==> src/hw/rtl/mspan_pkg.sv <==
// shared types, register codes and constants for the mono span fill block
`timescale 1ns / 1ps
`default_nettype none

package mspan_pkg;

    // default line length in pixels
    localparam int LINE_PIXELS_DEF = 512;

    // field and register widths
    localparam int IN_W   = 14;
    localparam int CFG_W  = 32;
    localparam int IDX_W  = 3;
    localparam int ROW_W  = 13;
    localparam int CLIP_W = 10;
    localparam int ADDR_W = 32;
    localparam int PROD_W = 2 * ROW_W;

    localparam logic [7:0] C_FULL_MASK = 8'hFF;

    // register indexes
    localparam logic [IDX_W-1:0] REG_FG_COLOR     = 3'd0;
    localparam logic [IDX_W-1:0] REG_BASE_ADDRESS = 3'd1;
    localparam logic [IDX_W-1:0] REG_ROW_STRIDE   = 3'd2;
    localparam logic [IDX_W-1:0] REG_CLIP_LEFT    = 3'd3;
    localparam logic [IDX_W-1:0] REG_CLIP_RIGHT   = 3'd4;
    localparam logic [IDX_W-1:0] REG_CLIP_TOP     = 3'd5;
    localparam logic [IDX_W-1:0] REG_CLIP_BOTTOM  = 3'd6;

    typedef struct packed {
        logic              fg_color;
        logic [ADDR_W-1:0] base_address;
        logic [ROW_W-1:0]  row_stride;
        logic [CLIP_W-1:0] clip_left;
        logic [CLIP_W-1:0] clip_right;
        logic [ROW_W-1:0]  clip_top;
        logic [ROW_W-1:0]  clip_bottom;
    } t_cfg;

    // controller to datapath commands
    typedef struct packed {
        logic load;
        logic add_row;
        logic step;
    } t_dp_cmd;

    // datapath to controller status
    typedef struct packed {
        logic empty;
        logic at_last;
    } t_dp_stat;

endpackage

`default_nettype wire

==> src/hw/rtl/mspan_ctrl.sv <==
// sequencing state machine for the mono span fill block
`timescale 1ns / 1ps
`default_nettype none

module mspan_ctrl
    import mspan_pkg::*;
(
    input  wire logic     i_clk,
    input  wire logic     i_rst_n,
    input  wire logic     start,
    input  wire t_dp_stat i_stat,
    output logic          busy,
    output t_dp_cmd       o_cmd
);

    localparam logic [1:0] S_IDLE = 2'd0;
    localparam logic [1:0] S_ROW  = 2'd1;
    localparam logic [1:0] S_EMIT = 2'd2;

    logic [1:0] r_state;
    logic [1:0] n_state;

    always_comb begin
        n_state = r_state;
        o_cmd   = '0;
        case (r_state)
            S_IDLE: begin
                if (start) begin
                    o_cmd.load = 1'b1;
                    n_state    = S_ROW;
                end
            end
            S_ROW: begin
                o_cmd.add_row = 1'b1;
                n_state       = i_stat.empty ? S_IDLE : S_EMIT;
            end
            S_EMIT: begin
                o_cmd.step = 1'b1;
                if (i_stat.at_last) begin
                    n_state = S_IDLE;
                end
            end
            default: begin
                n_state = S_IDLE;
            end
        endcase
    end

    always_ff @(posedge i_clk) begin
        if (!i_rst_n) begin
            r_state <= S_IDLE;
        end else begin
            r_state <= n_state;
        end
    end

    assign busy = (r_state != S_IDLE);

endmodule

`default_nettype wire

==> src/hw/rtl/mspan_dp.sv <==
// clipping, row address and byte write datapath for the mono span fill block
`timescale 1ns / 1ps
`default_nettype none

module mspan_dp
    import mspan_pkg::*;
#(
    parameter int LINE_PIXELS = LINE_PIXELS_DEF
) (
    input  wire logic                     i_clk,
    input  wire logic                     i_rst_n,
    input  wire t_dp_cmd                  i_cmd,
    input  wire t_cfg                     i_cfg,
    input  wire logic signed [IN_W-1:0]   i_span_x,
    input  wire logic signed [IN_W-1:0]   i_span_y,
    input  wire logic signed [IN_W-1:0]   i_span_width,
    output t_dp_stat                      o_stat,
    output logic                          o_valid,
    output logic [ADDR_W-1:0]             o_byte_address,
    output logic [7:0]                    o_write_data,
    output logic [7:0]                    o_write_mask,
    output logic                          o_last_write
);

    localparam int COL_W  = $clog2(LINE_PIXELS + 1);
    localparam int BYTE_W = COL_W - 3;
    localparam int SUM_W  = IN_W + 2;
    localparam logic [CLIP_W-1:0] EDGE_MAX = CLIP_W'(LINE_PIXELS);

    // clip arithmetic
    logic [CLIP_W-1:0]       left_lim;
    logic [CLIP_W-1:0]       right_lim;
    logic signed [SUM_W-1:0] x_s;
    logic signed [SUM_W-1:0] y_s;
    logic signed [SUM_W-1:0] w_s;
    logic signed [SUM_W-1:0] left_s;
    logic signed [SUM_W-1:0] right_s;
    logic signed [SUM_W-1:0] top_s;
    logic signed [SUM_W-1:0] bot_s;
    logic signed [SUM_W-1:0] start_s;
    logic signed [SUM_W-1:0] sum_s;
    logic signed [SUM_W-1:0] end_s;
    logic signed [SUM_W-1:0] endm1_s;
    logic                    row_ok;
    logic                    empty_c;
    logic [PROD_W-1:0]       prod_c;

    // per span registers
    logic                r_empty;
    logic [PROD_W-1:0]   r_prod;
    logic [ADDR_W-1:0]   r_row_addr;
    logic [BYTE_W-1:0]   r_cur;
    logic [BYTE_W-1:0]   r_last;
    logic [2:0]          r_x3;
    logic [2:0]          r_e3;
    logic                r_first;

    // output registers
    logic                r_valid;
    logic [ADDR_W-1:0]   r_addr;
    logic [7:0]          r_data;
    logic [7:0]          r_mask;
    logic                r_last_wr;

    logic [7:0] front_mask;
    logic [7:0] back_mask;
    logic [7:0] mask_c;
    logic       at_last;

    always_comb begin
        left_lim  = (i_cfg.clip_left > EDGE_MAX) ? EDGE_MAX : i_cfg.clip_left;
        right_lim = (i_cfg.clip_right > EDGE_MAX) ? EDGE_MAX : i_cfg.clip_right;
        x_s       = SUM_W'(i_span_x);
        y_s       = SUM_W'(i_span_y);
        w_s       = SUM_W'(i_span_width);
        left_s    = $signed({{(SUM_W-CLIP_W){1'b0}}, left_lim});
        right_s   = $signed({{(SUM_W-CLIP_W){1'b0}}, right_lim});
        top_s     = $signed({{(SUM_W-ROW_W){1'b0}}, i_cfg.clip_top});
        bot_s     = $signed({{(SUM_W-ROW_W){1'b0}}, i_cfg.clip_bottom});
        start_s   = (x_s > left_s) ? x_s : left_s;
        sum_s     = x_s + w_s;
        end_s     = (sum_s < right_s) ? sum_s : right_s;
        endm1_s   = end_s - SUM_W'(1);
        row_ok    = (y_s >= top_s) && (y_s < bot_s);
        empty_c   = !row_ok || (end_s <= start_s);
        // y is within 0..8191 whenever the row is visible
        prod_c    = PROD_W'(i_span_y[ROW_W-1:0]) * PROD_W'(i_cfg.row_stride);
    end

    always_ff @(posedge i_clk) begin
        if (i_cmd.load) begin
            r_empty <= empty_c;
            r_prod  <= prod_c;
            r_x3    <= start_s[2:0];
            r_e3    <= endm1_s[2:0];
            r_cur   <= start_s[COL_W-1:3];
            r_last  <= endm1_s[COL_W-1:3];
            r_first <= 1'b1;
        end
        if (i_cmd.add_row) begin
            r_row_addr <= i_cfg.base_address + ADDR_W'(r_prod);
        end
        if (i_cmd.step) begin
            r_cur     <= r_cur + BYTE_W'(1);
            r_first   <= 1'b0;
            r_addr    <= r_row_addr + ADDR_W'(r_cur);
            r_data    <= {8{i_cfg.fg_color}} & mask_c;
            r_mask    <= mask_c;
            r_last_wr <= at_last;
        end
    end

    always_ff @(posedge i_clk) begin
        if (!i_rst_n) begin
            r_valid <= 1'b0;
        end else begin
            r_valid <= i_cmd.step;
        end
    end

    always_comb begin
        at_last    = (r_cur == r_last);
        front_mask = r_first ? 8'(C_FULL_MASK >> r_x3) : C_FULL_MASK;
        back_mask  = at_last ? 8'(C_FULL_MASK << (3'd7 - r_e3)) : C_FULL_MASK;
        mask_c     = front_mask & back_mask;
    end

    assign o_stat.empty   = r_empty;
    assign o_stat.at_last = at_last;
    assign o_valid        = r_valid;
    assign o_byte_address = r_addr;
    assign o_write_data   = r_data;
    assign o_write_mask   = r_mask;
    assign o_last_write   = r_last_wr;

endmodule

`default_nettype wire

==> src/hw/rtl/mono_span_fill.sv <==
// top level of the clipped 1bpp horizontal span fill block
//
//  channel   direction  handshake                 payload
//  -------   ---------  ------------------------  -----------------------------------------
//  span      in         start high, busy low      i_span_x, i_span_y, i_span_width
//  write     out        o_valid, one cycle        o_byte_address, o_write_data,
//                                                 o_write_mask, o_last_write
//  config    in         i_cfg_we                  i_cfg_index, i_cfg_data
//
//  a span transaction keeps the block busy while it emits one write per byte touched (1..64),
//  and returns it to idle without writes when it clips away to nothing
//  the first write shows after the row address state and the first emit step, then one write per cycle:
//  the byte cursor and the single output register set the pace
//  reset (synchronous, active low) returns the sequencer to idle and loads register defaults
//  the write receiver cannot stall, so writes stream out back to back
`timescale 1ns / 1ps
`default_nettype none

module mono_span_fill
    import mspan_pkg::*;
#(
    parameter int LINE_PIXELS = LINE_PIXELS_DEF
) (
    input  wire logic                   i_clk,
    input  wire logic                   i_rst_n,
    // span transaction
    input  wire logic                   start,
    output logic                        busy,
    input  wire logic signed [IN_W-1:0] i_span_x,
    input  wire logic signed [IN_W-1:0] i_span_y,
    input  wire logic signed [IN_W-1:0] i_span_width,
    // byte write transaction
    output logic                        o_valid,
    output logic [ADDR_W-1:0]           o_byte_address,
    output logic [7:0]                  o_write_data,
    output logic [7:0]                  o_write_mask,
    output logic                        o_last_write,
    // register writes
    input  wire logic                   i_cfg_we,
    input  wire logic [IDX_W-1:0]       i_cfg_index,
    input  wire logic [CFG_W-1:0]       i_cfg_data
);

    t_cfg     r_cfg;
    t_dp_cmd  dp_cmd;
    t_dp_stat dp_stat;
    logic     start_ok;

    // register bank, an index beyond the list is ignored
    always_ff @(posedge i_clk) begin
        if (!i_rst_n) begin
            r_cfg.fg_color     <= 1'b1;
            r_cfg.base_address <= '0;
            r_cfg.row_stride   <= ROW_W'(64);
            r_cfg.clip_left    <= '0;
            r_cfg.clip_right   <= CLIP_W'(512);
            r_cfg.clip_top     <= '0;
            r_cfg.clip_bottom  <= ROW_W'(4096);
        end else if (i_cfg_we) begin
            case (i_cfg_index)
                REG_FG_COLOR:     r_cfg.fg_color     <= i_cfg_data[0];
                REG_BASE_ADDRESS: r_cfg.base_address <= i_cfg_data[ADDR_W-1:0];
                REG_ROW_STRIDE:   r_cfg.row_stride   <= i_cfg_data[ROW_W-1:0];
                REG_CLIP_LEFT:    r_cfg.clip_left    <= i_cfg_data[CLIP_W-1:0];
                REG_CLIP_RIGHT:   r_cfg.clip_right   <= i_cfg_data[CLIP_W-1:0];
                REG_CLIP_TOP:     r_cfg.clip_top     <= i_cfg_data[ROW_W-1:0];
                REG_CLIP_BOTTOM:  r_cfg.clip_bottom  <= i_cfg_data[ROW_W-1:0];
                default: begin
                end
            endcase
        end
    end

    // sequencer: idle, row address, byte emission
    mspan_ctrl u_ctrl (
        .i_clk   (i_clk),
        .i_rst_n (i_rst_n),
        .start   (start),
        .i_stat  (dp_stat),
        .busy    (busy),
        .o_cmd   (dp_cmd)
    );

    // clip, row multiply and masked byte generation
    mspan_dp #(
        .LINE_PIXELS (LINE_PIXELS)
    ) u_dp (
        .i_clk          (i_clk),
        .i_rst_n        (i_rst_n),
        .i_cmd          (dp_cmd),
        .i_cfg          (r_cfg),
        .i_span_x       (i_span_x),
        .i_span_y       (i_span_y),
        .i_span_width   (i_span_width),
        .o_stat         (dp_stat),
        .o_valid        (o_valid),
        .o_byte_address (o_byte_address),
        .o_write_data   (o_write_data),
        .o_write_mask   (o_write_mask),
        .o_last_write   (o_last_write)
    );

    assign start_ok = start && !busy;

    // an accepted span always occupies the sequencer for the following cycle
    a_accept_busy: assert property (@(posedge i_clk) disable iff (!i_rst_n)
        start_ok |=> busy)
        else $error("accepted span did not make the block busy");

    // a write never carries an empty mask
    a_mask_nonzero: assert property (@(posedge i_clk) disable iff (!i_rst_n)
        o_valid |-> (o_write_mask != 8'h00))
        else $error("write with empty mask");

    // colour bits stay inside the mask
    a_data_in_mask: assert property (@(posedge i_clk) disable iff (!i_rst_n)
        o_valid |-> ((o_write_data & ~o_write_mask) == 8'h00))
        else $error("write data outside mask");

    // the last write of a span is followed by a gap before the next span's writes
    a_last_gap: assert property (@(posedge i_clk) disable iff (!i_rst_n)
        (o_valid && o_last_write) |=> !o_valid)
        else $error("write straight after the last write of a span");

endmodule

`default_nettype wire
==> config.mk <==
export PLATFORM = sky130hd
export DESIGN_NAME = mono_span_fill
export DESIGN_NICKNAME = d
export VERILOG_FILES = /design/src/hw/rtl/mspan_pkg.sv /design/src/hw/rtl/mspan_ctrl.sv /design/src/hw/rtl/mspan_dp.sv /design/src/hw/rtl/mono_span_fill.sv
export SDC_FILE = /design/constraint.sdc
export NUM_CORES = 1
export LEC_CHECK = 0
export BUFFER_PORTS_ARGS = -buffer_cell sky130_fd_sc_hd__buf_2
export CELL_PAD_IN_SITES_DETAIL_PLACEMENT = 2
export CELL_PAD_IN_SITES_GLOBAL_PLACEMENT = 2
export CORE_MARGIN = 8
export CORE_UTILIZATION = 30
export CTS_CLUSTER_SIZE = 10
export DETAILED_ROUTE_END_ITERATION = 10
export HOLD_SLACK_MARGIN = 0.15
export PLACE_DENSITY = 0.71
export SLEW_MARGIN = 10
export SYNTH_ARGS = -nofsm -noshare
export SYNTH_HDL_FRONTEND = slang
export SYNTH_SLANG_ARGS = --single-unit
==> constraint.sdc <==
create_clock -name i_clk -period 5.4 [get_ports i_clk]
set_input_delay 0.27 -clock i_clk [delete_from_list [all_inputs] [get_ports i_clk]]
set_output_delay 0.27 -clock i_clk [all_outputs]
set_load 0.05 [all_outputs]
==> impl_metrics.env <==
export IMPL_max_stage_delay_ps=550
export IMPL_status="completed"
export IMPL_initial_core_util_pct=30.3
export IMPL_grt_pass1_vias=17000
export IMPL_min_period_ps=5240
export IMPL_port_buffers=131
export IMPL_ios=132
export IMPL_r2r_setup_slack_ps=160
export IMPL_nets=2549
export IMPL_syn_to_final_growth_pct=20.7
export IMPL_synth_commonest_cells="nand2_1, inv_1, ha_1"
export IMPL_r2r_end="u_dp.r_prod[22]"
export IMPL_slew_headroom_pct=26.2
export IMPL_arrival_ps=5550
export IMPL_grt_max_degree=53
export IMPL_globalRouteOverflowTotal=0
export IMPL_crit_type="reg2reg"
export IMPL_powerDensity_nw_per_um2=238
export IMPL_synth_edff_count=128
export IMPL_finalNonFillerCells=2959
export IMPL_cts_tree="yes"
export IMPL_min_path_type="in2reg"
export IMPL_path_cells="nand2_1 -> fa_1 -> inv_1 -> fa_1 -> fa_1 -> inv_1 -> fa_1 -> inv_1 -> fa_1 -> ha_4 -> buf_4 -> o21a_4 -> o2111ai_2 -> o211ai_1 -> a31oi_1 -> nor2b_1 -> o41ai_2 -> xnor2_1"
export IMPL_die_h_um=260
export IMPL_syn_area_per_cell_um2=9.29
export IMPL_yosysTopAreaCell="edfxtp_1"
export IMPL_hold_start="i_span_x[2]"
export IMPL_pre_cts_slack_ps=-281
export IMPL_worst_path_max_fanout=4
export IMPL_slew_viol_final=0
export IMPL_numCtsBuffers=29
export IMPL_leakagePower_nw=9.38
export IMPL_ys_seq_elements=224
export IMPL_cts_htree_levels=1
export IMPL_synthMuxAreaShare_pct=0.851
export IMPL_fin_worst_skew_ps=17.1
export IMPL_yosysSeqAreaShare_pct=32.4
export IMPL_drt_pre_antenna_iters=4
export IMPL_peakVddDrop_v=0.000223
export IMPL_setup_slack_ps=159
export IMPL_maxCapViolCount=0
export IMPL_reg2regPathDepth=18
export IMPL_clockBufferDepth=3
export IMPL_cts_root_buf="clkbuf_16"
export IMPL_r2r_start="r_cfg[58]"
export IMPL_synth_distinct_cells=74
export IMPL_cts_sinks=224
export IMPL_grt_pass1_wl_um=92000
export IMPL_synth_compound_area_share_pct=12.1
export IMPL_synth_top_area_share_pct=21.6
export IMPL_crit_slowest_cell="fa_1"
export IMPL_drt_first_iter_violations=485
export IMPL_fp_row_count=89
export IMPL_vias=14400
export IMPL_finalWirelength_um=56600
export IMPL_ant_nets=0
export IMPL_die_area_um2=67300
export IMPL_synth_xor_area_share_pct=5.32
export IMPL_crit_required_ps=5710
export IMPL_place_area_um2=20000
export IMPL_clk_latency_ps=570
export IMPL_cp_common_cell="fa_1"
export IMPL_vias_per_cell=4.87
export IMPL_yosys_top_cells_area="edfxtp_1, fa_1, ha_1"
export IMPL_hold_depth=3
export IMPL_synthArstFlopShare_pct=0
export IMPL_gp_congestion=0.852
export IMPL_core_area_um2=58800
export IMPL_hold_viol_final=0
export IMPL_p_total_mw=5.12
export IMPL_synth_area_um2=17800
export IMPL_synthCells=1915
export IMPL_critPathLaunchType="flip-flop"
export IMPL_diodes=0
export IMPL_yosysMostFrequentCell="nand2_1"
export IMPL_fin_area_um2=21500
export IMPL_layout_drive_gt1_share_pct=16.0
export IMPL_tightest_slew_ps=1100
export IMPL_crit_path_end_kind="flip-flop"
export IMPL_layout_worst_path_cycle_share_pct=97.1
export IMPL_fill_cells=6496
export IMPL_post_dp_hpwl_um=45800
export IMPL_grt_total_usage_pct=16.8
export IMPL_yosys_most_used_dff="edfxtp_1"
export IMPL_synth_warning_count=0
export IMPL_synthSimpleGateAreaFrac_pct=16.9
export IMPL_synth_top_family_by_area="adder cells"
export IMPL_dp_cells=2870
export IMPL_synthAdderAreaFrac_pct=26.6
export IMPL_setup_viol=0
export IMPL_fp_dieW_um=260
export IMPL_route_detailed_drc=0
export IMPL_path_clk_slew_ps=50
export IMPL_antenna_found_initial=0
export IMPL_min_to="u_dp.r_x3[2]"
export IMPL_post_drt_wl_per_cell_um=19.1
export IMPL_fmax_mhz=191
## per-layer routing
| layer | share of wire (%) | track usage (%) |
|---|---|---|
| met5 | 0 | 0 |
| met4 | 2.6 | 4.19 |
| met3 | 3.0 | 2.20 |
| met2 | 50 | 30.3 |
| met1 | 45 | 20.9 |
## worst max-delay path, delay by kind of cell, from the launching register on
| family | cells | cell delay (ps) |
|---|---|---|
| AOI/OAI and AO/OA | 5 | 1130 |
| adders and majority gates | 6 | 2860 |
| DFF | 1 | 370 |
| and+or+nand+nor | 2 | 170 |
| xor gates and xnor gates | 1 | 130 |
| buffers and inverters | 4 | 320 |
## cell type report
| type | count | area, um^2 | share of cell area, % |
|---|---|---|---|
| inverter | 212 | 796 | 3.71 |
| multi-input combinational | 1420 | 11200 | 52.0 |
| clock buffer | 46 | 830 | 3.86 |
| tap | 773 | 967 | 4.50 |
| timing repair buffer | 277 | 1880 | 8.75 |
| clock inverter | 7 | 53.8 | 0.251 |
| sequential | 224 | 5790 | 27.0 |
## cell usage in the layout, fill, tap and decap left out, types with 5 or more instances in the layout
master	synthesis	layout
clkbuf_1	57	13
a31oi_1	9	8
nand3_1	35	35
a21oi_1	161	159
nor2b_1	22	20
o31ai_1	5	5
dlygate4sd3_1	0	35
a211oi_1	9	8
ha_4	0	5
mux2_2	5	5
clkbuf_16	0	29
a21o_1	34	34
buf_4	0	105
xor2_1	22	22
o21ai_1	8	13
and4_1	5	5
nand2b_1	14	14
mux2i_1	5	5
inv_1	210	209
dfxtp_1	96	84
edfxtp_1	128	128
nor3_1	16	15
nand4_1	15	15
and3_1	19	19
nand2_1	348	347
nor2_1	78	77
o21bai_1	7	7
ha_1	180	175
o211ai_1	9	9
buf_2	1	131
o21a_1	18	17
dfxtp_2	0	8
o21ai_0	41	35
fa_1	124	122
and2_1	75	75
xnor2_1	86	86
## stage by stage
| stage | util (%) | hold slack (ps) | TNS, ps |
|---|---|---|---|
| 2_1_floorplan | - | 332 | 0 |
| 6_report | 36.5 | 168 | 0 |
| 5_1_grt | 36.5 | 164 | -74.6 |
| 3_3_place_gp | 34.1 | 442 | 0 |
| 4_1_cts | 36.2 | 151 | 0 |
| 3_5_place_dp | 34.1 | 449 | -649 |
## registers in the layout, summed over array words and instances, names as in the netlist
register,cells
u_dp.r_x3,3
u_dp.r_empty,1
u_dp.o_byte_address,32
u_ctrl.r_state,2
u_dp.o_write_data,8
u_dp.o_write_mask,8
u_dp.r_row_addr,32
u_dp.r_cur,7
u_dp.o_last_write,1
u_dp.o_valid,1
r_cfg,92
u_dp.r_e3,3
u_dp.r_prod,26
u_dp.r_first,1
u_dp.r_last,7
## logic make-up (layout without fill, tap and decap cells)
group,after synthesis,in the layout
fa+ha+maj,304,304
other cells,1,2
flops,224,224
mux,13,13
buf+inv,272,542
simple gates,651,651
xor+xnor,108,108
compound gates,342,342
## timing repair
item                                    CTS  global route
hold buffers                             35             0
endpoints found under the setup margin    5             9
pin swaps                                 1            25
hold endpoints to repair                 93             0
setup buffers                             0             1
resized for setup                         4            45
## where the power goes
group          leakage (nW)  switching [mW]  internal, mW
logic                  6.97           0.742         0.566
clock network         0.425           0.757          1.05
registers              1.98          0.0610          1.94
total                  9.38            1.56          3.56
## worst max-delay path by stage
stage,from,to,cells after the start
after floorplan,r_cfg[58],u_dp.r_prod[25],19
after CTS,r_cfg[58],u_dp.r_prod[24],18
after global placement,r_cfg[52],u_dp.r_prod[25],18
final,r_cfg[58],u_dp.r_prod[22],18
after global routing,r_cfg[57],u_dp.r_prod[22],18
after detailed placement,i_span_x[0],u_dp.r_empty,28
No activity file was read; power rests on OpenSTA's default activity.
